### src/hdl/ura_pkg.sv
package ura_pkg;

   // field widths
   localparam int SAMPLE_W = 11;
   localparam int COUNT_W = 16;
   localparam int LEVEL_W = 3;
   localparam int TONE_W = 16;
   localparam int DIGIT_W = 4;
   localparam int NDIG_W = 2;
   localparam int RSP_PAD_W = 4;

   // defaults
   localparam int AVG_DEPTH_DEFAULT = 10;
   localparam logic [SAMPLE_W-1:0] MAX_DIST_RESET = 11'd400;

   // travel / 58 as (travel * 72316) >> 22, exact for 16-bit travel
   localparam int ECHO_SHIFT = 22;
   localparam int ECHO_RECIP_W = 17;
   localparam logic [ECHO_RECIP_W-1:0] ECHO_RECIP = 17'd72316;

   // alarm levels
   localparam logic [LEVEL_W-1:0] LVL_NONE = 3'd0;
   localparam logic [LEVEL_W-1:0] LVL_1 = 3'd1;
   localparam logic [LEVEL_W-1:0] LVL_2 = 3'd2;
   localparam logic [LEVEL_W-1:0] LVL_3 = 3'd3;
   localparam logic [LEVEL_W-1:0] LVL_4 = 3'd4;
   localparam logic [LEVEL_W-1:0] LVL_5 = 3'd5;

   // result word, last field in the lowest bits
   typedef struct packed {
      logic [RSP_PAD_W-1:0] pad;
      logic [NDIG_W-1:0]    digit_count;
      logic [DIGIT_W-1:0]   hundreds_digit;
      logic [DIGIT_W-1:0]   tens_digit;
      logic [DIGIT_W-1:0]   ones_digit;
      logic [TONE_W-1:0]    tone_duty;
      logic [TONE_W-1:0]    tone_period;
      logic [LEVEL_W-1:0]   alarm_level;
      logic [SAMPLE_W-1:0]  distance_cm;
   } result_type;

   // exact distances that raise the alarm
   function automatic logic [LEVEL_W-1:0] level_of(input logic [SAMPLE_W-1:0] dist_cm);
      logic [LEVEL_W-1:0] lvl;
      case (dist_cm)
         11'd5:   lvl = LVL_5;
         11'd10:  lvl = LVL_4;
         11'd15:  lvl = LVL_3;
         11'd20:  lvl = LVL_2;
         11'd25:  lvl = LVL_1;
         default: lvl = LVL_NONE;
      endcase
      return lvl;
   endfunction

   // tone period per level
   function automatic logic [TONE_W-1:0] tone_period_of(input logic [LEVEL_W-1:0] lvl);
      logic [TONE_W-1:0] p;
      case (lvl)
         LVL_1:   p = 16'd12134;
         LVL_2:   p = 16'd3405;
         LVL_3:   p = 16'd2272;
         LVL_4:   p = 16'd1516;
         LVL_5:   p = 16'd1136;
         default: p = '0;
      endcase
      return p;
   endfunction

   // tone compare count per level
   function automatic logic [TONE_W-1:0] tone_duty_of(input logic [LEVEL_W-1:0] lvl);
      logic [TONE_W-1:0] d;
      case (lvl)
         LVL_1:   d = 16'd6067;
         LVL_2:   d = 16'd1702;
         LVL_3:   d = 16'd1136;
         LVL_4:   d = 16'd758;
         LVL_5:   d = 16'd568;
         default: d = '0;
      endcase
      return d;
   endfunction

endpackage

### src/hdl/ura_cell.sv
module ura_cell
   import ura_pkg::*;
(
   input  logic                clock,
   input  logic                reset,
   input  logic                shift_en,
   input  logic [SAMPLE_W-1:0] sample_in,
   output logic [SAMPLE_W-1:0] sample_out
);

   logic [SAMPLE_W-1:0] sample_ff;

   // one history entry, takes its neighbor's value on a shift
   always_ff @(posedge clock) begin
      if (reset) begin
         sample_ff <= '0;
      end else if (shift_en) begin
         sample_ff <= sample_in;
      end
   end

   assign sample_out = sample_ff;

endmodule

### src/hdl/ura_history.sv
module ura_history
   import ura_pkg::*;
#(
   parameter int AVG_DEPTH = AVG_DEPTH_DEFAULT,
   localparam int SUM_W = SAMPLE_W + $clog2(AVG_DEPTH)
) (
   input  logic                clock,
   input  logic                reset,
   input  logic                shift_en,
   input  logic [SAMPLE_W-1:0] sample,
   output logic [SUM_W-1:0]    sum
);

   logic [SAMPLE_W-1:0] tap [AVG_DEPTH+1];
   logic [SUM_W-1:0]    sum_ff;
   logic [SUM_W-1:0]    sum_in;

   assign tap[0] = sample;

   // row of cells, newest entry at the head
   for (genvar i = 0; i < AVG_DEPTH; i++) begin : g_cell
      ura_cell u_cell (
         .clock      (clock),
         .reset      (reset),
         .shift_en   (shift_en),
         .sample_in  (tap[i]),
         .sample_out (tap[i+1])
      );
   end

   // running sum: add the new entry, drop the one falling off the end
   assign sum_in = sum_ff + SUM_W'(sample) - SUM_W'(tap[AVG_DEPTH]);

   always_ff @(posedge clock) begin
      if (reset) begin
         sum_ff <= '0;
      end else if (shift_en) begin
         sum_ff <= sum_in;
      end
   end

   assign sum = sum_ff;

endmodule

### src/hdl/ura_format.sv
module ura_format
   import ura_pkg::*;
(
   input  logic [SAMPLE_W-1:0] dist_cm,
   output result_type          result
);

   logic [22:0]         p10;
   logic [22:0]         p100;
   logic [7:0]          q10;
   logic [4:0]          q100;
   logic [SAMPLE_W-1:0] ones_w;
   logic [7:0]          tens_w;
   logic [4:0]          hund_w;
   logic [LEVEL_W-1:0]  lvl;

   // dist_cm / 10 and dist_cm / 100 by reciprocal
   assign p10 = 23'(dist_cm) * 23'(3277);
   assign p100 = 23'(dist_cm) * 23'(2622);
   assign q10 = p10[15 +: 8];
   assign q100 = p100[18 +: 5];

   // remainders
   assign ones_w = dist_cm - ({q10, 3'b000} + {2'b00, q10, 1'b0});
   assign tens_w = q10 - ({q100, 3'b000} + {2'b00, q100, 1'b0});

   // hundreds modulo ten
   always_comb begin
      if (q100 >= 5'd20) begin
         hund_w = q100 - 5'd20;
      end else if (q100 >= 5'd10) begin
         hund_w = q100 - 5'd10;
      end else begin
         hund_w = q100;
      end
   end

   assign lvl = level_of(dist_cm);

   always_comb begin
      result = '0;
      result.distance_cm = dist_cm;
      result.alarm_level = lvl;
      result.tone_period = tone_period_of(lvl);
      result.tone_duty = tone_duty_of(lvl);
      result.ones_digit = ones_w[DIGIT_W-1:0];
      result.tens_digit = tens_w[DIGIT_W-1:0];
      result.hundreds_digit = hund_w[DIGIT_W-1:0];
      if (dist_cm > 11'd99) begin
         result.digit_count = 2'd3;
      end else if (dist_cm > 11'd9) begin
         result.digit_count = 2'd2;
      end else begin
         result.digit_count = 2'd1;
      end
   end

endmodule

### src/hdl/ultrasonic_range_alarm_unit.sv
// ultrasonic range alarm
// req channel: one word per echo, start and end timer captures. the travel
// time wraps at 16 bits and is turned into centimetres (divide by 58).
// the sample shifts through a row of AVG_DEPTH history cells that keep a
// running sum; the mean is clamped to the max_distance register.
// rsp channel: one word per req word, in order: clamped distance, alarm
// level with tone period and duty, three decimal digits and digit count.
// csr channel: writes max_distance (reset value 400), always ready. write
// it only while no word is in flight.
// pipeline: five register stages (travel, sample, running sum, clamped
// distance, output), the first loaded at the edge that takes the req word.
// throughput: one word per cycle while rsp is not stalled; the five register stages move together.
// when the receiver stalls a finished word waits in the output register
// and the pipeline holds, so req_tready drops until rsp is taken.
// reset clears the history, the running sum, all valid flags and loads
// max_distance with 400; the block takes words on the next cycle.
module ultrasonic_range_alarm_unit
   import ura_pkg::*;
#(
   parameter int AVG_DEPTH = AVG_DEPTH_DEFAULT
) (
   input  logic                clock,
   input  logic                reset,
   input  logic                req_tvalid,
   output logic                req_tready,
   input  logic [31:0]         req_tdata,   // start_count[15:0], end_count[31:16]
   output logic                rsp_tvalid,
   input  logic                rsp_tready,
   output logic [63:0]         rsp_tdata,   // distance_cm[10:0], alarm_level[13:11],
                                            // tone_period[29:14], tone_duty[45:30],
                                            // ones_digit[49:46], tens_digit[53:50],
                                            // hundreds_digit[57:54], digit_count[59:58]
   input  logic                csr_valid,
   output logic                csr_ready,
   input  logic [SAMPLE_W-1:0] csr_data     // max_distance
);

   localparam int SUM_W = SAMPLE_W + $clog2(AVG_DEPTH);
   localparam int AVG_SHIFT = SUM_W + $clog2(AVG_DEPTH);
   localparam int RECIP_W = SUM_W + 1;
   localparam int PROD_W = SUM_W + RECIP_W;
   localparam logic [RECIP_W-1:0] AVG_RECIP =
      RECIP_W'(((2 ** AVG_SHIFT) + AVG_DEPTH - 1) / AVG_DEPTH);
   localparam int ECHO_PROD_W = COUNT_W + ECHO_RECIP_W;

   logic                  adv;
   logic                  s1_valid_ff;
   logic                  s2_valid_ff;
   logic                  s3_valid_ff;
   logic                  s4_valid_ff;
   logic                  rsp_valid_ff;
   logic [COUNT_W-1:0]    travel_ff;
   logic [ECHO_PROD_W-1:0] echo_prod;
   logic [SAMPLE_W-1:0]   sample_ff;
   logic [SUM_W-1:0]      sum;
   logic [PROD_W-1:0]     mean_prod;
   logic [SAMPLE_W-1:0]   mean;
   logic [SAMPLE_W-1:0]   dist_in;
   logic [SAMPLE_W-1:0]   dist_ff;
   logic [SAMPLE_W-1:0]   max_dist_ff;
   result_type            result;
   result_type            rsp_ff;

   // whole pipeline moves when the output register is free
   assign adv = !rsp_valid_ff || rsp_tready;
   assign req_tready = adv;
   assign csr_ready = 1'b1;

   // clamp register
   always_ff @(posedge clock) begin
      if (reset) begin
         max_dist_ff <= MAX_DIST_RESET;
      end else if (csr_valid) begin
         max_dist_ff <= csr_data;
      end
   end

   // valid flags
   always_ff @(posedge clock) begin
      if (reset) begin
         s1_valid_ff <= 1'b0;
         s2_valid_ff <= 1'b0;
         s3_valid_ff <= 1'b0;
         s4_valid_ff <= 1'b0;
         rsp_valid_ff <= 1'b0;
      end else if (adv) begin
         s1_valid_ff <= req_tvalid;
         s2_valid_ff <= s1_valid_ff;
         s3_valid_ff <= s2_valid_ff;
         s4_valid_ff <= s3_valid_ff;
         rsp_valid_ff <= s4_valid_ff;
      end
   end

   // travel / 58 by reciprocal
   assign echo_prod = ECHO_PROD_W'(travel_ff) * ECHO_PROD_W'(ECHO_RECIP);

   // mean of the history by reciprocal, then clamp
   assign mean_prod = PROD_W'(sum) * PROD_W'(AVG_RECIP);
   assign mean = mean_prod[AVG_SHIFT +: SAMPLE_W];
   assign dist_in = (mean > max_dist_ff) ? max_dist_ff : mean;

   // payload stages
   always_ff @(posedge clock) begin
      if (adv) begin
         travel_ff <= req_tdata[31:16] - req_tdata[15:0];
         sample_ff <= echo_prod[ECHO_SHIFT +: SAMPLE_W];
         dist_ff <= dist_in;
         rsp_ff <= result;
      end
   end

   // history cells with running sum
   ura_history #(
      .AVG_DEPTH (AVG_DEPTH)
   ) u_history (
      .clock    (clock),
      .reset    (reset),
      .shift_en (adv && s2_valid_ff),
      .sample   (sample_ff),
      .sum      (sum)
   );

   // level, tone and digits
   ura_format u_format (
      .dist_cm (dist_ff),
      .result  (result)
   );

   assign rsp_tvalid = rsp_valid_ff;
   assign rsp_tdata = rsp_ff;

endmodule

### config.mk
export PLATFORM = sky130hd
export DESIGN_NAME = ultrasonic_range_alarm_unit
export DESIGN_NICKNAME = d
export VERILOG_FILES = /design/src/hdl/ura_pkg.sv /design/src/hdl/ura_cell.sv /design/src/hdl/ura_history.sv /design/src/hdl/ura_format.sv /design/src/hdl/ultrasonic_range_alarm_unit.sv
export SDC_FILE = /design/constraint.sdc
export NUM_CORES = 1
export LEC_CHECK = 0
export ABC_CLOCK_PERIOD_IN_PS = 9050
export BUFFER_PORTS_ARGS = -buffer_cell sky130_fd_sc_hd__buf_2
export CAP_MARGIN = 20
export CORE_UTILIZATION = 41
export CTS_CLUSTER_DIAMETER = 30
export DETAILED_ROUTE_END_ITERATION = 12
export MAX_ROUTING_LAYER = met4
export PLACE_DENSITY_LB_ADDON = 0.08
export SLEW_MARGIN = 40
export SYNTH_ARGS = -nofsm -noshare
export SYNTH_HDL_FRONTEND = slang
export SYNTH_SLANG_ARGS = --single-unit
### constraint.sdc
create_clock -name clock -period 9.05 [get_ports clock]
set_input_delay 1.81 -clock clock [delete_from_list [all_inputs] [get_ports clock]]
set_output_delay 1.81 -clock clock [all_outputs]
set_load 0.1 [all_outputs]
==> impl_results.md, run 1 <==
* Status: finished clean
* Commonest non-fill, non-tap cells in the layout: inv_1, ha_1, nand2_1
* Share of cells above drive strength 1 at 0.103
* RSZ-0062 raised after global routing: false
* Hold buffer count at cts at 0
* MaxCap Viol Count at 0
* Distinct cells, synth at 65
* Mean post-synth cell area at 9.66 um2
* Worst-path fanout max at 11
* IO Port Bufs at about 100
* Initial Util at 0.418
* Vias in the first global route at 15,600
* # diodes at 0
* Vias at 14,800
* Global Route Usage Sum at 0.185
* WP buf/inv at 4
* Clock Skew at 43.9 ps
* Core Area at 51,700 um2
* Post-DP HPWL at 36,400 um
* Rows at 83
* Most common cell after layout, fill and taps aside: inv_1
* Ys flop type: dfxtp_1
* Crit Path Category: register to register
* Total CTS buffers at 56
* CTS tree: yes
* Pin count of the biggest net entering global routing at ~110
* Fill count at 4,933
* Post-CTS setup buffers at 0
* CP startpoint kind: register
* Layout Nets at 3,042
* Number of gates resized after cts at 0
* DRT iter0 DRCs at ~500
* Clk slew on worst S/H paths at 50 ps
* Fraction of registers with async set/reset at 0
* Syn Std Cell Area at 21,600 um2
* Post-synth EDFFs at 76
* Final Critical Period at 7880 ps
* Seq/Total Area, Yosys at 0.236
* Initial antenna violation count at 0
* Root cell of the clock tree: clkbuf_16
* Slew Limit Fails at 0
* Worst-skew pair later-pin latency at 610 ps
* Synthesis-to-layout area growth at 14.6%
* Share of the synthesized area in the top cell type at 0.246
* Final setup vio count at 0
* H-tree depth at 2
* Die footprint at around 54,000 um2
* Ports at 115
* Slew HR at 0.465
* Multi-input combinational cell area at around 15,000 um2
* Final ANT Viol Nets at 0
* Crit-path max cell delay at 640 ps
* Post-synth top area cell: ha_1
* Routability cong. at 0.902
* Required @ worst endpoint at 9400 ps
* Via-to-Cell Ratio at ~4.8
* Flops & latches, synth at about 220
* Endpoint type of the worst setup path: register
* Peak Freq at 127 MHz
* YS warnings at 0
* Final WL at 45,300 um
* First-pass iteration count of the detailed router at 4
* Die Y at 232 um
* TritonCTS sink count at approximately 220
* # DRC at 0
* Final hold vios at 0
* Measured slew at the worst slew-check pin at between 800 and 900 ps
* CP arrival at 8230 ps
* Dominant cells by area after synthesis: ha_1, fa_1, dfxtp_1
* Bufs on Longest Clock Path at 3
* CP max-delay cell: a211oi_1
* DR WL/cell at ~15 um
* Grt ovf at 0
* Seq. cell area at ~5000 um2
* Tcrit/Tclk final at 0.871
* Worst Hold Class: register to register
* Synth Instances at 2,240
* Crit path max-delay family: adder cells
* Setup tns final at 0 ps
* Global-route wire length before repair at 77,000 um
* Die X-Extent at 232 um
==> state kept, by name (all words and copies together) (netlist names), 11 cells and up <==
signal,flops
u_history.g_cell.u_cell.sample_out,110
rsp_tdata,38
travel_ff,16
u_history.sum,15
dist_ff,11
max_dist_ff,11
sample_ff,11
==> area by class of cell <==
cell class | count | share of cell area
well taps | 680 | 0.0343
flip-flops and latches | 217 | 0.206
repair buffers | 114 | 0.0249
clock buffers | 60 | 0.0592
multi-input cells | 1515 | 0.586
inverters | 444 | 0.0672
clock inverters | 45 | 0.0222
==> tightest hold or removal path, stage by stage, from the launching register on <==
cell	delay, ps
dfxtp_1	300
nand2_1	50
a21oi_1	50
==> stage by stage <==
stage	instance area (um2)	util	worst slack (ps)	instances	hold WS [ps]
after floorplan	21700	-	1700	2250	432
after global placement	22800	0.440	1010	2969	436
after detailed placement	22800	0.440	1190	2969	442
after CTS	24800	0.479	1150	3074	448
after global routing	24800	0.479	732	3075	459
final	24800	0.479	1170	3075	445
==> cell families (layout without fill, tap and decap cells) <==
family          after synthesis  in the layout  share of synthesized area
fa+ha+maj                   646            646                      0.450
buf+inv                     518            663                     0.0946
simple gates                445            445                     0.0888
compound gates              314            314                     0.0884
flops                       217            217                      0.236
xor+xnor                     75             75                     0.0304
mux                          23             23                     0.0111
other cells                   2             12                   0.000347
==> Yosys cell counts (all sizes together) (22+ instances only) <==
cell / number
ha: 425
o21ai: 36
xnor2: 57
nand2: 275
nor2: 59
clkbuf: 38
inv: 444
fa: 221
a21o: 22
nand3: 22
a21oi: 176
buf: 36
edfxtp: 76
dfxtp: 141
==> routing by layer <==
metal / vias up / part of all wire / track usage
met3: 67 / 0.032 / 0.0293
met5: - / 0 / -
met2: 181 / 0.51 / 0.323
met4: 0 / 0.024 / 0.0532
li1: 7478 / - / -
met1: 7108 / 0.44 / 0.217
==> final timing paths <==
path | start | end | slack, ps | cells after the start
hold reg to reg | u_history.g_cell[1].u_cell.sample_out[9] | u_history.g_cell[2].u_cell.sample_out[9] | 440 | 2
hold / removal | u_history.g_cell[1].u_cell.sample_out[9] | u_history.g_cell[2].u_cell.sample_out[9] | 440 | 2
setup / recovery | u_history.sum[13] | dist_ff[4] | 1170 | 26
setup reg to reg | u_history.sum[13] | dist_ff[4] | 1170 | 26
Power of run 1 is not shown: default switching activity piles up to over one toggle a cycle in this logic, so the estimate is an artifact.
==> run 2: changes to the inputs <==
--- a/config.mk
+++ b/config.mk
@@ -12,7 +12,7 @@
 export CTS_CLUSTER_DIAMETER = 30
 export DETAILED_ROUTE_END_ITERATION = 12
 export MAX_ROUTING_LAYER = met4
-export PLACE_DENSITY_LB_ADDON = 0.08
+export PLACE_DENSITY = 0.62
 export SLEW_MARGIN = 40
 export SYNTH_ARGS = -nofsm -noshare
 export SYNTH_HDL_FRONTEND = slang
==> run 2 against run 1 <==
Cell count is 0.33% lower; clock skew is 28 ps lower; via count is 1.2% higher; maximum frequency is 0.58% lower; register-to-register slack worse by 50 ps; die area stayed put; sequential share of layout area is 0.16 points higher; sequential cell count stayed put; non-clock buffer count is 1 lower; critical path depth is 1 lower; hold slack worse by 16 ps; design area is 0.79% lower.
==> impl_results.md, run 2 (synthesized netlist as in run 1, its figures left out) <==
* # DRC at 0 (unchanged)
* Reg2Reg Launch Point: u_history.sum[13]
* First-pass iteration count of the detailed router at 5 (+1)
* Hold path cells at 2 (unchanged)
* Fill count at 4,877 (-1.1%)
* Tcrit/Tclk final at 0.876 (+0.00507)
* Vias in the first global route at 16,000 (+2.0%)
* Root cell of the clock tree: clkbuf_16
* Synthesis-to-layout area growth at 13.7%
* Clock Skew at 16.2 ps (-27.7 ps)
* Required @ worst endpoint at 9370 ps (-30 ps)
* Clk slew on worst S/H paths at 50 ps (about the same)
* Measured slew at the worst slew-check pin at 767 ps (-35.3 ps)
* CTS tree: yes
* # diodes at 0 (unchanged)
* Initial antenna violation count at 0 (unchanged)
* Final ANT Viol Nets at 0 (unchanged)
* Post-CTS setup buffers at 0 (unchanged)
* Commonest non-fill, non-tap cells in the layout: inv_1, ha_1, nand2_1
* Vias at 15,000 (+1.2%)
* Slew HR at 0.485 (+0.0204)
* CP arrival at 8240 ps (about the same)
* RR Endpoint: dist_ff[4]
* Number of gates resized after cts at 0 (unchanged)
* Core Area at 51,700 um2 (unchanged)
* DR WL/cell at 14.8 um (+0.15%)
* Status: finished clean
* Die X-Extent at 232 um (unchanged)
* TritonCTS sink count at 217 (unchanged)
* Die footprint at 53,700 um2 (unchanged)
* CP startpoint kind: register
* Pin count of the biggest net entering global routing at 76 (-28%)
* Global Route Usage Sum at 0.181 (-0.00325)
* Bufs on Longest Clock Path at 3 (unchanged)
* Endpoint type of the worst setup path: register
* Final WL at 45,200 um (-0.18%)
* Worst Hold Class: register to register
* Reg2Reg Setup Slack at 1130 ps (-50 ps)
* R2R depth at 25 (-3.8%)
* Setup tns final at 0 ps (unchanged)
* RSZ-0062 raised after global routing: false
* Layout Nets at 3,036 (-0.20%)
* Routability cong. at 0.898 (-0.44%)
* Max reg flops at 110 (unchanged)
* Initial Util at 0.418 (unchanged)
* Ports at 115 (unchanged)
* Post-DP HPWL at 36,600 um (+0.61%)
* Share of cells above drive strength 1 at 0.0994 (-0.00334)
* Global-route wire length before repair at 76,400 um (-0.80%)
* Hold EP: u_history.g_cell[1].u_cell.sample_out[9]
* Rows at 83 (unchanged)
* IO Port Bufs at 102 (unchanged)
* Crit Path Category: register to register
* Hold Path Origin: u_history.g_cell[0].u_cell.sample_out[9]
* Total CTS buffers at 51 (-8.9%)
* Worst-path fanout max at 11 (unchanged)
* H-tree depth at 2 (unchanged)
* Fin Hold WS at 429 ps (-15.9 ps)
* Most common cell after layout, fill and taps aside: inv_1
* Die Y at 232 um (unchanged)
* Final Critical Period at 7920 ps (+45.9 ps)
* DRT iter0 DRCs at 584 (+16%)
* Slew Limit Fails at 0 (unchanged)
* Final setup vio count at 0 (unchanged)
* Hold buffer count at cts at 0 (unchanged)
* Grt ovf at 0 (unchanged)
* Worst-skew pair later-pin latency at 580 ps (-30 ps)
* MaxCap Viol Count at 0 (unchanged)
* Final hold vios at 0 (unchanged)
* Via-to-Cell Ratio at 4.90 (+1.5%)
* Peak Freq at 126 MHz (-0.58%)
-- run 2: worst max-delay path by stage --
stage                             to              start  slack [ps]
final                     dist_ff[4]  u_history.sum[13]        1130
after global routing      dist_ff[3]  u_history.sum[13]         790
after global placement    dist_ff[8]  u_history.sum[13]        1130
after CTS                 dist_ff[4]  u_history.sum[13]        1160
after floorplan           dist_ff[2]  u_history.sum[13]        1700
after detailed placement  dist_ff[4]  u_history.sum[13]        1200
-- run 2: final cells by class --
cell class	count	area, um2	area share
Tap cell	680	851	0.0346
Clock inverter	34	418	0.0170
Clock buffer	62	1410	0.0573
Multi-Input combinational cell	1515	14500	0.591
Timing Repair Buffer	113	608	0.0247
Sequential cell	217	5100	0.207
Inverter	444	1670	0.0677
-- run 2: worst max-delay path: stages (launching register included) --
cell	delay (ps)
dfxtp_1	420
inv_1	90
ha_1	360
fa_1	570
fa_1	530
inv_1	40
ha_1	310
a21o_1	200
fa_1	510
inv_1	60
fa_1	530
inv_1	50
ha_1	340
a2111oi_4	360
o21ai_2	110
o311a_1	430
a31oi_4	260
o211ai_1	180
a21oi_1	200
xnor2_1	170
ha_1	300
a21o_1	190
a21o_1	170
a211oi_1	660
a21oi_2	270
mux2_2	350
-- run 2: layer usage --
| layer | vias up | wire [um] | GRT usage |
|---|---|---|---|
| li1 | 7461 | - | - |
| met1 | 7266 | 18700 | 0.199 |
| met2 | 205 | 24100 | 0.331 |
| met3 | 81 | 1240 | 0.0247 |
| met4 | 0 | 1260 | 0.0664 |
| met5 | - | 0 | - |
-- run 2: per-stage QoR --
| step | util | instances | setup slack (ps) | cell area [um2] |
|---|---|---|---|---|
| global placement | 0.440 | 2968 | 1130 | 22700 |
| finish | 0.476 | 3065 | 1130 | 24600 |
| detailed placement | 0.440 | 2968 | 1200 | 22700 |
| floorplan | - | 2250 | 1700 | 21700 |
| CTS | 0.475 | 3064 | 1160 | 24600 |
| global route | 0.476 | 3065 | 790 | 24600 |
Power of run 2 is left out for the same reason.
